==> src/rtl/acds_pkg.sv <==
// Package: shared constants and types for the audio clock divider search.
`default_nettype none
package acds_pkg;
    localparam int unsigned FreqW   = 32;
    localparam int unsigned TargetW = 20;
    localparam int unsigned BitsW   = 6;
    localparam int unsigned NumSsi  = 6;
    localparam int unsigned MaxDiv  = 255;

    // Map an SSI index to its divider value.
    function automatic logic [4:0] ssi_value(input logic [2:0] idx);
        logic [4:0] v;
        case (idx)
            3'd0:    v = 5'd2;
            3'd1:    v = 5'd4;
            3'd2:    v = 5'd6;
            3'd3:    v = 5'd8;
            3'd4:    v = 5'd12;
            default: v = 5'd16;
        endcase
        return v;
    endfunction
endpackage
`default_nettype wire

==> src/rtl/audio_clock_divider_search.sv <==
// Top level: sequencer driving a shared divider over 96 candidate settings.
//
// Channel | Signals                               | Direction
// cfg     | i_cfg_valid/o_cfg_ready, index, data  | in
// in      | i_in_valid/o_in_ready, target, bits   | in
// out     | o_out_valid/i_out_ready, result       | out
//
// The single bit-serial divider is shared by every step of a search: one
// division per source and up to three per candidate, run one after another.
// Reset is synchronous; no clearing pass. The input is not ready while a
// search runs or while a result waits for the output side.
`default_nettype none
module audio_clock_divider_search (
    input  wire logic        i_clk,
    input  wire logic        i_rst_n,
    input  wire logic        i_cfg_valid,
    output logic             o_cfg_ready,
    input  wire logic [1:0]  i_cfg_index,
    input  wire logic [31:0] i_cfg_data,
    input  wire logic        i_in_valid,
    output logic             o_in_ready,
    input  wire logic [acds_pkg::TargetW-1:0] i_target_rate,
    input  wire logic [acds_pkg::BitsW-1:0]   i_bits_per_word,
    output logic             o_out_valid,
    input  wire logic        i_out_ready,
    output logic             o_found,
    output logic [1:0]       o_source_index,
    output logic [1:0]       o_prescale_code,
    output logic [7:0]       o_rate_divisor,
    output logic [4:0]       o_serial_divider,
    output logic [31:0]      o_achieved_rate,
    output logic [31:0]      o_rate_error
);
    import acds_pkg::*;

    typedef enum logic [3:0] {
        S_IDLE, S_SSI, S_NDIV, S_NWAIT, S_CODE, S_DDIV, S_DWAIT,
        S_RDIV, S_RWAIT, S_WDIV, S_WWAIT, S_NEXT, S_OUT
    } t_state;

    t_state      r_state;
    logic [31:0] r_freq [4];
    logic [19:0] r_target;
    logic [5:0]  r_bits;
    logic [2:0]  r_s;
    logic [1:0]  r_c;
    logic [1:0]  r_k;
    logic [11:0] r_wclk;
    logic [31:0] r_req;
    logic [31:0] r_n;
    logic [31:0] r_div;
    logic        r_have;
    logic [31:0] r_berr, r_brate;
    logic [1:0]  r_bsrc, r_bcode;
    logic [7:0]  r_bdiv;
    logic [4:0]  r_bssi;
    logic        r_start;
    logic [31:0] r_num, r_den;
    logic        w_done;
    logic [31:0] w_quot;
    logic [31:0] w_b;
    logic [31:0] w_nb;
    logic [31:0] w_err;

    acds_div u_div (
        .i_clk(i_clk), .i_rst_n(i_rst_n), .i_start(r_start),
        .i_num(r_num), .i_den(r_den), .o_done(w_done), .o_quot(w_quot)
    );

    assign w_b   = 32'd1 << {r_k, 1'b0};
    assign w_nb  = r_n - w_b;
    assign w_err = (w_quot > {12'd0, r_target}) ? (w_quot - {12'd0, r_target})
                                                : ({12'd0, r_target} - w_quot);

    assign o_cfg_ready = (r_state == S_IDLE);
    assign o_in_ready  = (r_state == S_IDLE);
    assign o_out_valid = (r_state == S_OUT);

    // Write source frequency registers.
    always_ff @(posedge i_clk) begin
        if (!i_rst_n) begin
            for (int i = 0; i < 4; i++) r_freq[i] <= '0;
        end else if (i_cfg_valid && o_cfg_ready) begin
            r_freq[i_cfg_index] <= i_cfg_data;
        end
    end

    // Sequence candidates through the divider.
    always_ff @(posedge i_clk) begin
        if (!i_rst_n) begin
            r_state <= S_IDLE;
            r_start <= 1'b0;
            r_have  <= 1'b0;
        end else begin
            r_start <= 1'b0;
            case (r_state)
                S_IDLE: begin
                    if (i_in_valid) begin
                        r_target <= i_target_rate;
                        r_bits   <= i_bits_per_word;
                        r_s      <= '0;
                        r_have   <= 1'b0;
                        r_berr <= '0; r_brate <= '0; r_bsrc <= '0;
                        r_bcode <= '0; r_bdiv <= '0; r_bssi <= '0;
                        r_state  <= S_SSI;
                    end
                end
                S_SSI: begin
                    r_wclk  <= 12'({r_bits, 1'b0} * ssi_value(r_s));
                    r_req   <= 32'({r_bits, 1'b0} * ssi_value(r_s)) * {12'd0, r_target};
                    r_c     <= '0;
                    r_state <= S_NDIV;
                end
                S_NDIV: begin
                    if (r_req == 32'd0) begin
                        r_c     <= 2'd3;
                        r_state <= S_NEXT;
                        r_k     <= 2'd3;
                    end else begin
                        r_num <= r_freq[r_c]; r_den <= r_req;
                        r_start <= 1'b1; r_state <= S_NWAIT;
                    end
                end
                S_NWAIT: if (w_done) begin
                    r_n <= w_quot; r_k <= '0; r_state <= S_CODE;
                end
                S_CODE: begin
                    if (r_n < w_b) begin
                        r_div   <= '0;
                        r_state <= S_RDIV;
                    end else begin
                        r_num <= w_nb; r_den <= w_b << 1;
                        r_start <= 1'b1; r_state <= S_DWAIT;
                    end
                end
                S_DWAIT: if (w_done) begin
                    r_div   <= w_quot;
                    r_state <= (w_quot > MaxDiv) ? S_NEXT : S_RDIV;
                end
                S_RDIV: begin
                    r_num <= r_freq[r_c];
                    r_den <= (w_b << 1) * (r_div + 32'd1);
                    r_start <= 1'b1; r_state <= S_RWAIT;
                end
                S_RWAIT: if (w_done) begin
                    r_num <= w_quot; r_den <= {20'd0, r_wclk};
                    r_start <= 1'b1; r_state <= S_WWAIT;
                end
                S_WWAIT: if (w_done) begin
                    if (!r_have || w_err < r_berr) begin
                        r_have <= 1'b1; r_berr <= w_err; r_brate <= w_quot;
                        r_bsrc <= r_c; r_bcode <= r_k; r_bdiv <= r_div[7:0];
                        r_bssi <= ssi_value(r_s);
                    end
                    r_state <= S_NEXT;
                end
                S_NEXT: begin
                    if (r_k != 2'd3) begin
                        r_k <= r_k + 2'd1; r_state <= S_CODE;
                    end else if (r_c != 2'd3) begin
                        r_c <= r_c + 2'd1; r_state <= S_NDIV;
                    end else if (r_s != 3'(NumSsi - 1)) begin
                        r_s <= r_s + 3'd1; r_state <= S_SSI;
                    end else begin
                        r_state <= S_OUT;
                    end
                end
                S_OUT: if (i_out_ready) r_state <= S_IDLE;
                default: r_state <= S_IDLE;
            endcase
        end
    end

    assign o_found          = r_have;
    assign o_source_index   = r_bsrc;
    assign o_prescale_code  = r_bcode;
    assign o_rate_divisor   = r_bdiv;
    assign o_serial_divider = r_bssi;
    assign o_achieved_rate  = r_brate;
    assign o_rate_error     = r_berr;
endmodule
`default_nettype wire

==> src/rtl/acds_div.sv <==
// Shared 32-bit restoring divider, one quotient bit per cycle.
`default_nettype none
module acds_div (
    input  wire logic        i_clk,
    input  wire logic        i_rst_n,
    input  wire logic        i_start,
    input  wire logic [31:0] i_num,
    input  wire logic [31:0] i_den,
    output logic             o_done,
    output logic [31:0]      o_quot
);
    logic [31:0] r_quot;
    logic [32:0] r_rem;
    logic [31:0] r_den;
    logic [5:0]  r_cnt;
    logic        r_busy;
    logic        r_done;
    logic [32:0] w_shift;
    logic [32:0] w_sub;

    assign w_shift = {r_rem[31:0], r_quot[31]};
    assign w_sub   = w_shift - {1'b0, r_den};

    // Step one bit per cycle.
    always_ff @(posedge i_clk) begin
        if (!i_rst_n) begin
            r_busy <= 1'b0;
            r_done <= 1'b0;
            r_cnt  <= '0;
        end else begin
            r_done <= 1'b0;
            if (i_start) begin
                r_busy <= 1'b1;
                r_cnt  <= 6'd32;
                r_quot <= i_num;
                r_rem  <= '0;
                r_den  <= i_den;
            end else if (r_busy) begin
                if (!w_sub[32]) begin
                    r_rem  <= w_sub;
                    r_quot <= {r_quot[30:0], 1'b1};
                end else begin
                    r_rem  <= w_shift;
                    r_quot <= {r_quot[30:0], 1'b0};
                end
                r_cnt <= r_cnt - 6'd1;
                if (r_cnt == 6'd1) begin
                    r_busy <= 1'b0;
                    r_done <= 1'b1;
                end
            end
        end
    end

    assign o_done = r_done;
    assign o_quot = r_quot;
endmodule
`default_nettype wire

==> config.mk <==
export PLATFORM = sky130hd
export DESIGN_NAME = audio_clock_divider_search
export DESIGN_NICKNAME = d
export VERILOG_FILES = /design/src/rtl/acds_pkg.sv /design/src/rtl/audio_clock_divider_search.sv /design/src/rtl/acds_div.sv
export SDC_FILE = /design/constraint.sdc
export NUM_CORES = 1
export LEC_CHECK = 0
export BUFFER_PORTS_ARGS = -buffer_cell sky130_fd_sc_hd__buf_2
export CORE_MARGIN = 4
export CORE_UTILIZATION = 45
export DETAILED_ROUTE_END_ITERATION = 10
export GPL_ROUTABILITY_DRIVEN = 0
export PLACE_DENSITY = 0.59
export SLEW_MARGIN = 20
export SYNTH_ARGS = -nofsm -noshare
export SYNTH_HDL_FRONTEND = slang
export SYNTH_HIERARCHICAL = 1
export SYNTH_SLANG_ARGS = --single-unit
==> constraint.sdc <==
create_clock -name i_clk -period 26.5 [get_ports i_clk]
set_input_delay 3.975 -clock i_clk [delete_from_list [all_inputs] [get_ports i_clk]]
set_output_delay 3.975 -clock i_clk [all_outputs]
set_load 0.02 [all_outputs]
==> results of run 1 <==
[worst max-delay path: cells and delay by family, from the launching register on]
kind | cells | cell delay, ps
compound gates | 10 | 2510
flops | 1 | 440
xor+xnor | 2 | 210
buf+inv | 10 | 960
fa+ha+maj | 12 | 4640
simple gates | 5 | 950
[synthesized netlist by cell type, types with 28 or more instances]
| cell type | instances |
|---|---|
| sky130_fd_sc_hd__a21o_1 | 66 |
| sky130_fd_sc_hd__a21oi_1 | 152 |
| sky130_fd_sc_hd__a22oi_1 | 34 |
| sky130_fd_sc_hd__and2_1 | 278 |
| sky130_fd_sc_hd__and3_1 | 43 |
| sky130_fd_sc_hd__clkbuf_1 | 124 |
| sky130_fd_sc_hd__edfxtp_1 | 503 |
| sky130_fd_sc_hd__fa_1 | 200 |
| sky130_fd_sc_hd__ha_1 | 400 |
| sky130_fd_sc_hd__inv_1 | 456 |
| sky130_fd_sc_hd__mux2_2 | 35 |
| sky130_fd_sc_hd__mux4_2 | 32 |
| sky130_fd_sc_hd__nand2_1 | 250 |
| sky130_fd_sc_hd__nand3_1 | 68 |
| sky130_fd_sc_hd__nor2_1 | 267 |
| sky130_fd_sc_hd__nor2b_1 | 51 |
| sky130_fd_sc_hd__nor3_1 | 49 |
| sky130_fd_sc_hd__nor4_1 | 39 |
| sky130_fd_sc_hd__o21a_1 | 28 |
| sky130_fd_sc_hd__o21ai_0 | 133 |
| sky130_fd_sc_hd__xnor2_1 | 105 |
| sky130_fd_sc_hd__xor2_1 | 65 |
[routing by layer]
metal / vias to the layer above / part of all wire, %
met4: 2 / 2.8
li1: 13200 / -
met1: 13600 / 46
met5: - / 0.012
met2: 859 / 45
met3: 149 / 6.4
[power groups by stage]
stage | registers [mW] | clock network [mW] | logic, mW
3_5_place_dp | 1.25 | 0 | 2.79
3_3_place_gp | 1.25 | 0 | 2.75
4_1_cts | 1.23 | 0.870 | 2.81
6_report | 1.23 | 0.851 | 2.82
2_1_floorplan | 1.23 | 0 | 2.08
5_1_grt | 1.24 | 0.905 | 3.21
[logic make-up after synthesis]
family,after synthesis,share of synthesized area [%]
compound gates,581,9.73
xor+xnor,172,3.89
fa+ha+maj,600,22.8
buf+inv,614,6.02
flops,519,39.1
mux,78,3.12
other cells,1,0.00951
simple gates,1176,15.3
[worst min path at each step]
stage | start | endpoint | depth (start not counted)
floorplan | r_den[10]$_DFFE_PP_ | u_div/r_den[10]$_DFFE_PP_ | 0
global placement | r_den[4]$_DFFE_PP_ | u_div/r_den[4]$_DFFE_PP_ | 0
detailed placement | r_den[18]$_DFFE_PP_ | u_div/r_den[18]$_DFFE_PP_ | 0
CTS | r_den[24]$_DFFE_PP_ | u_div/r_den[24]$_DFFE_PP_ | 0
global route | r_den[27]$_DFFE_PP_ | u_div/r_den[27]$_DFFE_PP_ | 0
finish | r_den[25]$_DFFE_PP_ | u_div/r_den[25]$_DFFE_PP_ | 0
[sequential cells by signal, indices dropped and copies added (netlist names), 31 cells and up, named ones only]
name	cells
o_rate_error	32
r_div	31
r_num	32
u_div/o_quot	32
r_den	31
u_div/r_rem	32
r_freq	128
u_div/r_den	32
o_achieved_rate	32
r_n	32
[cell type report]
cell class / instances / area [sq um]
clock inverters: 40 / 541
clock buffers: 69 / 1490
fillers: 8013 / 43300
well taps: 1155 / 1450
diodes: 2 / 5.00
flip-flops and latches: 519 / 15400
inverters: 461 / 1730
multi-input cells: 2609 / 21700
repair buffers: 202 / 1160
[through the flow]
stage	hold slack (ps)	utilization, %	cell area [sq um]	std cells	total power, mW
after floorplan	400	-	39400	3742	3.32
after global placement	401	47.7	41500	4945	3.99
after detailed placement	405	47.7	41500	4945	4.03
after CTS	418	50.1	43500	5054	4.91
after global routing	424	50.1	43500	5055	5.35
final	415	50.1	43500	5057	4.90
==> results.txt, run 1 <==
----------------------------------------------------
[Clocking]
  Skew-Pair Late Insertion Delay ... 690 ps
  Buffer type at the clock tree root ... sky130_fd_sc_hd__clkbuf_16
  Clock transition at the register clock pins on the worst setup and hold paths after CTS ... 60 ps
  Number of setup buffers added after CTS ... 0
  Maximum buffer depth of the clock tree ... 3
  Number of resized instances in the post-cts repair step ... 0
  Number of buffers created by CTS ... 58
  # clock sinks ... 519
  Post-CTS Hold Buffers ... 0
  Clock tree from TritonCTS ... done
  Clock H-tree levels ... 2

[Synthesis]
  Number of distinct library cell variants in the gate-level netlist after synthesis ... 102
  Ys flop type ... sky130_fd_sc_hd__edfxtp_1
  Number of enable-type register cells in the synthesized netlist ... 503
  Avg Inst Size Synth ... 10.5 sq um
  Synth area leaders ... sky130_fd_sc_hd__edfxtp_1 (38%), sky130_fd_sc_hd__ha_1 (13%), sky130_fd_sc_hd__fa_1 (10%)
  Area of the mapped netlist ... 0.0394 sq mm
  Sequential share of the synthesized area ... 39.1%
  Share of synthesized registers carrying an async set or reset ... 0%
  Number of storage elements in the synthesis netlist ... 519
  Number of instances in the synthesized netlist ... 3741
  Fraction of post-synthesis cell area in the top cell type by area ... 38.3%
  Yosys warning total ... 6
  Library cell occupying the most area in the post-synthesis netlist ... sky130_fd_sc_hd__edfxtp_1

[Placement]
  Minimum setup slack after placement ... 16520 ps
  Number of port buffers ... 148
  Sum of net half-perimeters after detailed placement ... 79300 um

[Timing]
  TNS Setup ... 0 ps
  Final Max Slew Viols ... 0
  Setup slack after layout ... 16490 ps
  Final critical-path required period ... 10010 ps
  Achievable Freq ... 0.0999 GHz
  Setup violation total in the final timing report ... 0
  Worst clock skew ... 77.5 ps
  Number of hold violations in the final report ... 0
  Tcrit/Tclk final ... 37.8%
  Max-slew headroom at the worst pin ... 24.6%
  Actual slew at the worst max-slew pin ... 1130 ps
  Unrepaired setup endpoints after global routing ... no

[Worst setup path]
  Cell at the slowest stage of the critical path ... sky130_fd_sc_hd__fa_1
  Worst reg2reg startpoint ... r_s[0]$_SDFFCE_PN0P_
  Slowest cell delay on critical path ... 540 ps
  Critical path start-end classification ... flip-flop to flip-flop
  Data arrival time of the critical path ... 10410 ps
  Endpoint of the most critical register-to-register path ... r_req[28]$_DFFE_PP_
  Kind of capture point of the worst setup path ... flip-flop
  Number of cells on the worst reg-to-reg path ... 39
  Worst setup path endpoint ... r_req[28]$_DFFE_PP_
  Data required time at the worst endpoint ... 26890 ps
  Setup slack on the worst flop-to-flop path ... 16490 ps
  Category of the worst setup path launch point ... flip-flop
  Timing startpoint of the critical path ... r_s[0]$_SDFFCE_PN0P_
  Critical-path maximum fanout ... 14

[GRT]
  Global-route met1 utilization ... 32.7%
  GR Overflow Total ... 0
  Global-route wire length before repair ... 163000 um
  Global-route usage over all layers ... 22.7%
  Number of global-route vias before repair ... 27500
  Pin count of the biggest net entering global routing ... 66
  Layer carrying the most global-route usage ... met2
  Number of antenna violations at the first check in global routing ... 5
  M3 GR Usage ... 3.35%
  Met2 capacity usage during global routing ... 35.8%

[Pwr]
  Maximum vdd drop ... 0.141 mV
  Switching power total ... 2.07 mW
  Sequential cell fraction of total power ... 25.1%
  Combinational share of power ... 57.5%
  Sw Ratio ... 42.3%
  Cell Pwr Density ... 113 mW/mm^2
  Static leakage ... 18.9 nW
  Clock share of power ... 17.4%
  Cell-internal power ... 2.83 mW

[Hold path]
  Path type of the worst min-delay path ... flip-flop to flip-flop

[Run]
  Count of max-cap constraint violations ... 0

[Die]
  Die Span X ... 304 um
  Die ar. ... 0.0924 sq mm
  Std-Cell Core Area ... 0.0869 sq mm
  Die span in y ... 304 um
  Initial cell density of the core ... 45.4%
  Site row count ... 108
  I/O Pins ... 150

[Route]
  DRC violation count after routing ... 0
  Per-cell routed wire length ... 21.1 um
  Total number of vias ... 27800
  Initial drt markers ... 2320
  Drt via density ... 5.50
  Final WL ... 107000 um
  Antenna-violating nets left ... 0
  TritonRoute pass-1 iters ... 5

[Cells and area]
  P&R area growth vs syn ... 10.4%
  Most used cells in the layout excluding fill and tap cells ... sky130_fd_sc_hd__edfxtp_1 (503), sky130_fd_sc_hd__inv_1 (456), sky130_fd_sc_hd__ha_1 (400)
  Layout cells sized above 1 ... 10.7%
  Nets ... 4516
  Commonest non-fill, non-tap cell in the layout ... sky130_fd_sc_hd__edfxtp_1

[Status]
  Status ... finished clean

----------------------------------------------------
No activity file was read; power rests on OpenSTA's default activity.
==> inputs of run 2 (changes only) <==
==> constraint.sdc (replaced) <==
create_clock -name i_clk -period 9.7 [get_ports i_clk]
set_input_delay 1.455 -clock i_clk [delete_from_list [all_inputs] [get_ports i_clk]]
set_output_delay 1.455 -clock i_clk [all_outputs]
set_load 0.02 [all_outputs]
==> run 2 against run 1 <==
Against the previous run: flip-flop and latch count stayed put; clock skew is 28 ps lower; wire length hardly changed; non-clock buffer count is 13 higher; largest power group unchanged; design area is 0.13% higher; count of clock-buffer cells in the layout is 1 lower.
==> results.txt, run 2 (synthesized netlist as in run 1, its figures left out) <==
----------------------------------------------------
[Hold path]
  Path type of the worst min-delay path ... flip-flop to flip-flop

[Clocking]
  Number of buffers created by CTS ... 59
  Buffer type at the clock tree root ... sky130_fd_sc_hd__clkbuf_16
  Skew-Pair Late Insertion Delay ... 670 ps
  Clock tree from TritonCTS ... done
  Clock transition at the register clock pins on the worst setup and hold paths after CTS ... 60 ps
  Post-CTS Hold Buffers ... 0
  # clock sinks ... 519
  Maximum buffer depth of the clock tree ... 3
  Clock H-tree levels ... 2

[Timing]
  Tcrit/Tclk final ... 96.5%
  Setup violation total in the final timing report ... 0
  Final Max Slew Viols ... 0
  Tightest hold margin ... 414 ps
  Actual slew at the worst max-slew pin ... 1050 ps
  Number of hold violations in the final report ... 0
  Worst clock skew ... 49.2 ps
  Final critical-path required period ... 9360 ps
  Achievable Freq ... 0.107 GHz
  Max-slew headroom at the worst pin ... 30.3%

[Pwr]
  Sequential cell fraction of total power ... 25.2%
  Cell-internal power ... 7.75 mW
  Static leakage ... 19.0 nW
  Switching power total ... 5.58 mW
  Clock share of power ... 17.0%
  Sw Ratio ... 41.9%
  Maximum vdd drop ... 0.443 mV
  Combinational share of power ... 57.8%
  Cell Pwr Density ... 306 mW/mm^2

[Worst setup path]
  Critical path start-end classification ... flip-flop to flip-flop
  Cell at the slowest stage of the critical path ... sky130_fd_sc_hd__fa_1
  Crit path top cell by count ... sky130_fd_sc_hd__fa_1
  Critical-path maximum fanout ... 5
  Setup slack on the worst flop-to-flop path ... 340 ps
  Data required time at the worst endpoint ... 10110 ps
  Data arrival time of the critical path ... 9770 ps
  Kind of capture point of the worst setup path ... flip-flop
  Category of the worst setup path launch point ... flip-flop
  Buf+Inv Stages, Crit Path ... 7
  Family with the most delay on the worst path ... adder cells
  Slowest cell delay on critical path ... 490 ps

[Route]
  Drt via density ... 5.48
  Total number of vias ... 27800
  Initial drt markers ... 2329
  Antenna-violating nets left ... 0
  TritonRoute pass-1 iters ... 6
  Per-cell routed wire length ... 21.1 um
  Final WL ... 107000 um
  DRC violation count after routing ... 0

[Die]
  Initial cell density of the core ... 45.4%
  Site row count ... 108
  Std-Cell Core Area ... 0.0869 sq mm
  Die span in y ... 304 um
  I/O Pins ... 150
  Die ar. ... 0.0924 sq mm
  Die Span X ... 304 um

[Cells and area]
  Register area ... 0.0154 sq mm
  Most used cells in the layout excluding fill and tap cells ... sky130_fd_sc_hd__edfxtp_1 (503), sky130_fd_sc_hd__inv_1 (456), sky130_fd_sc_hd__ha_1 (399)
  Largest register by flop count ... r_freq
  Commonest non-fill, non-tap cell in the layout ... sky130_fd_sc_hd__edfxtp_1
  Fin cells ... 5068
  Layout cells sized above 1 ... 11.2%
  Nets ... 4530
  Combined area of the multi-input logic cells ... 0.0218 sq mm
  Fillcell total ... 7957
  P&R area growth vs syn ... 10.5%
  Number of flip-flops under the largest register name ... 128

[GRT]
  Pin count of the biggest net entering global routing ... 66
  Number of global-route vias before repair ... 27800
  GR Overflow Total ... 0
  Global-route wire length before repair ... 166000 um
  Number of antenna violations at the first check in global routing ... 7
  Global-route usage over all layers ... 22.9%

[Placement]
  Number of port buffers ... 148
  Placed cells ... 4954
  Sum of net half-perimeters after detailed placement ... 80300 um

[Status]
  Status ... finished clean

[Run]
  Count of max-cap constraint violations ... 0

----------------------------------------------------
==> run 2: path summary, 6_finish.rpt <==
kind                             start  cells after the start                   endpoint
hold reg to reg    r_den[24]$_DFFE_PP_                      0  u_div/r_den[24]$_DFFE_PP_
hold / removal     r_den[24]$_DFFE_PP_                      0  u_div/r_den[24]$_DFFE_PP_
setup / recovery  r_s[0]$_SDFFCE_PN0P_                     38        r_req[28]$_DFFE_PP_
setup reg to reg  r_s[0]$_SDFFCE_PN0P_                     38        r_req[28]$_DFFE_PP_
==> run 2: timing repair <==
action                                  4_1_cts  5_1_grt
hold endpoints to repair                      0        0
endpoints found under the setup margin        2        7
buffers inserted                              0        5
pin swaps                                     0        4
resized for setup                             1       11
==> run 2: final cells by class <==
class,count,area share [%]
diodes,2,0.0115
clock inverters,39,1.01
multi-input cells,2609,50.0
repair buffers,215,2.86
well taps,1155,3.31
flip-flops and latches,519,35.4
clock buffers,68,3.46
inverters,461,3.97
==> run 2: stage by stage <==
stage / cell area (sq um) / setup slack, ps / utilization (%) / power, mW / TNS [ps]
after global routing: 43600 / -58.7 / 50.2 / 14.6 / -156
after floorplan: 39400 / 512 / - / 9.06 / 0
final: 43600 / 338 / 50.2 / 13.3 / 0
after detailed placement: 41500 / -81.1 / 47.8 / 11.0 / -148
after global placement: 41500 / 165 / 47.8 / 10.9 / 0
after CTS: 43500 / 135 / 50.1 / 13.3 / 0
==> run 2: per-layer routing <==
metal / up-vias / GRT usage [%] / part of all wire, %
met2: 804 / 37.2 / 46
li1: 13200 / - / -
met3: 129 / 3.38 / 5.9
met5: - / 0 / 0
met1: 13700 / 32.5 / 46
met4: 0 / 5.21 / 2.3
==> run 2: power by group through the flow <==
stage	sequential [mW]	clock, mW	combinational, mW
after floorplan	3.36	0	5.70
after global placement	3.39	0	7.53
after detailed placement	3.40	0	7.57
after CTS	3.35	2.32	7.62
after global routing	3.38	2.42	8.78
final	3.35	2.27	7.71
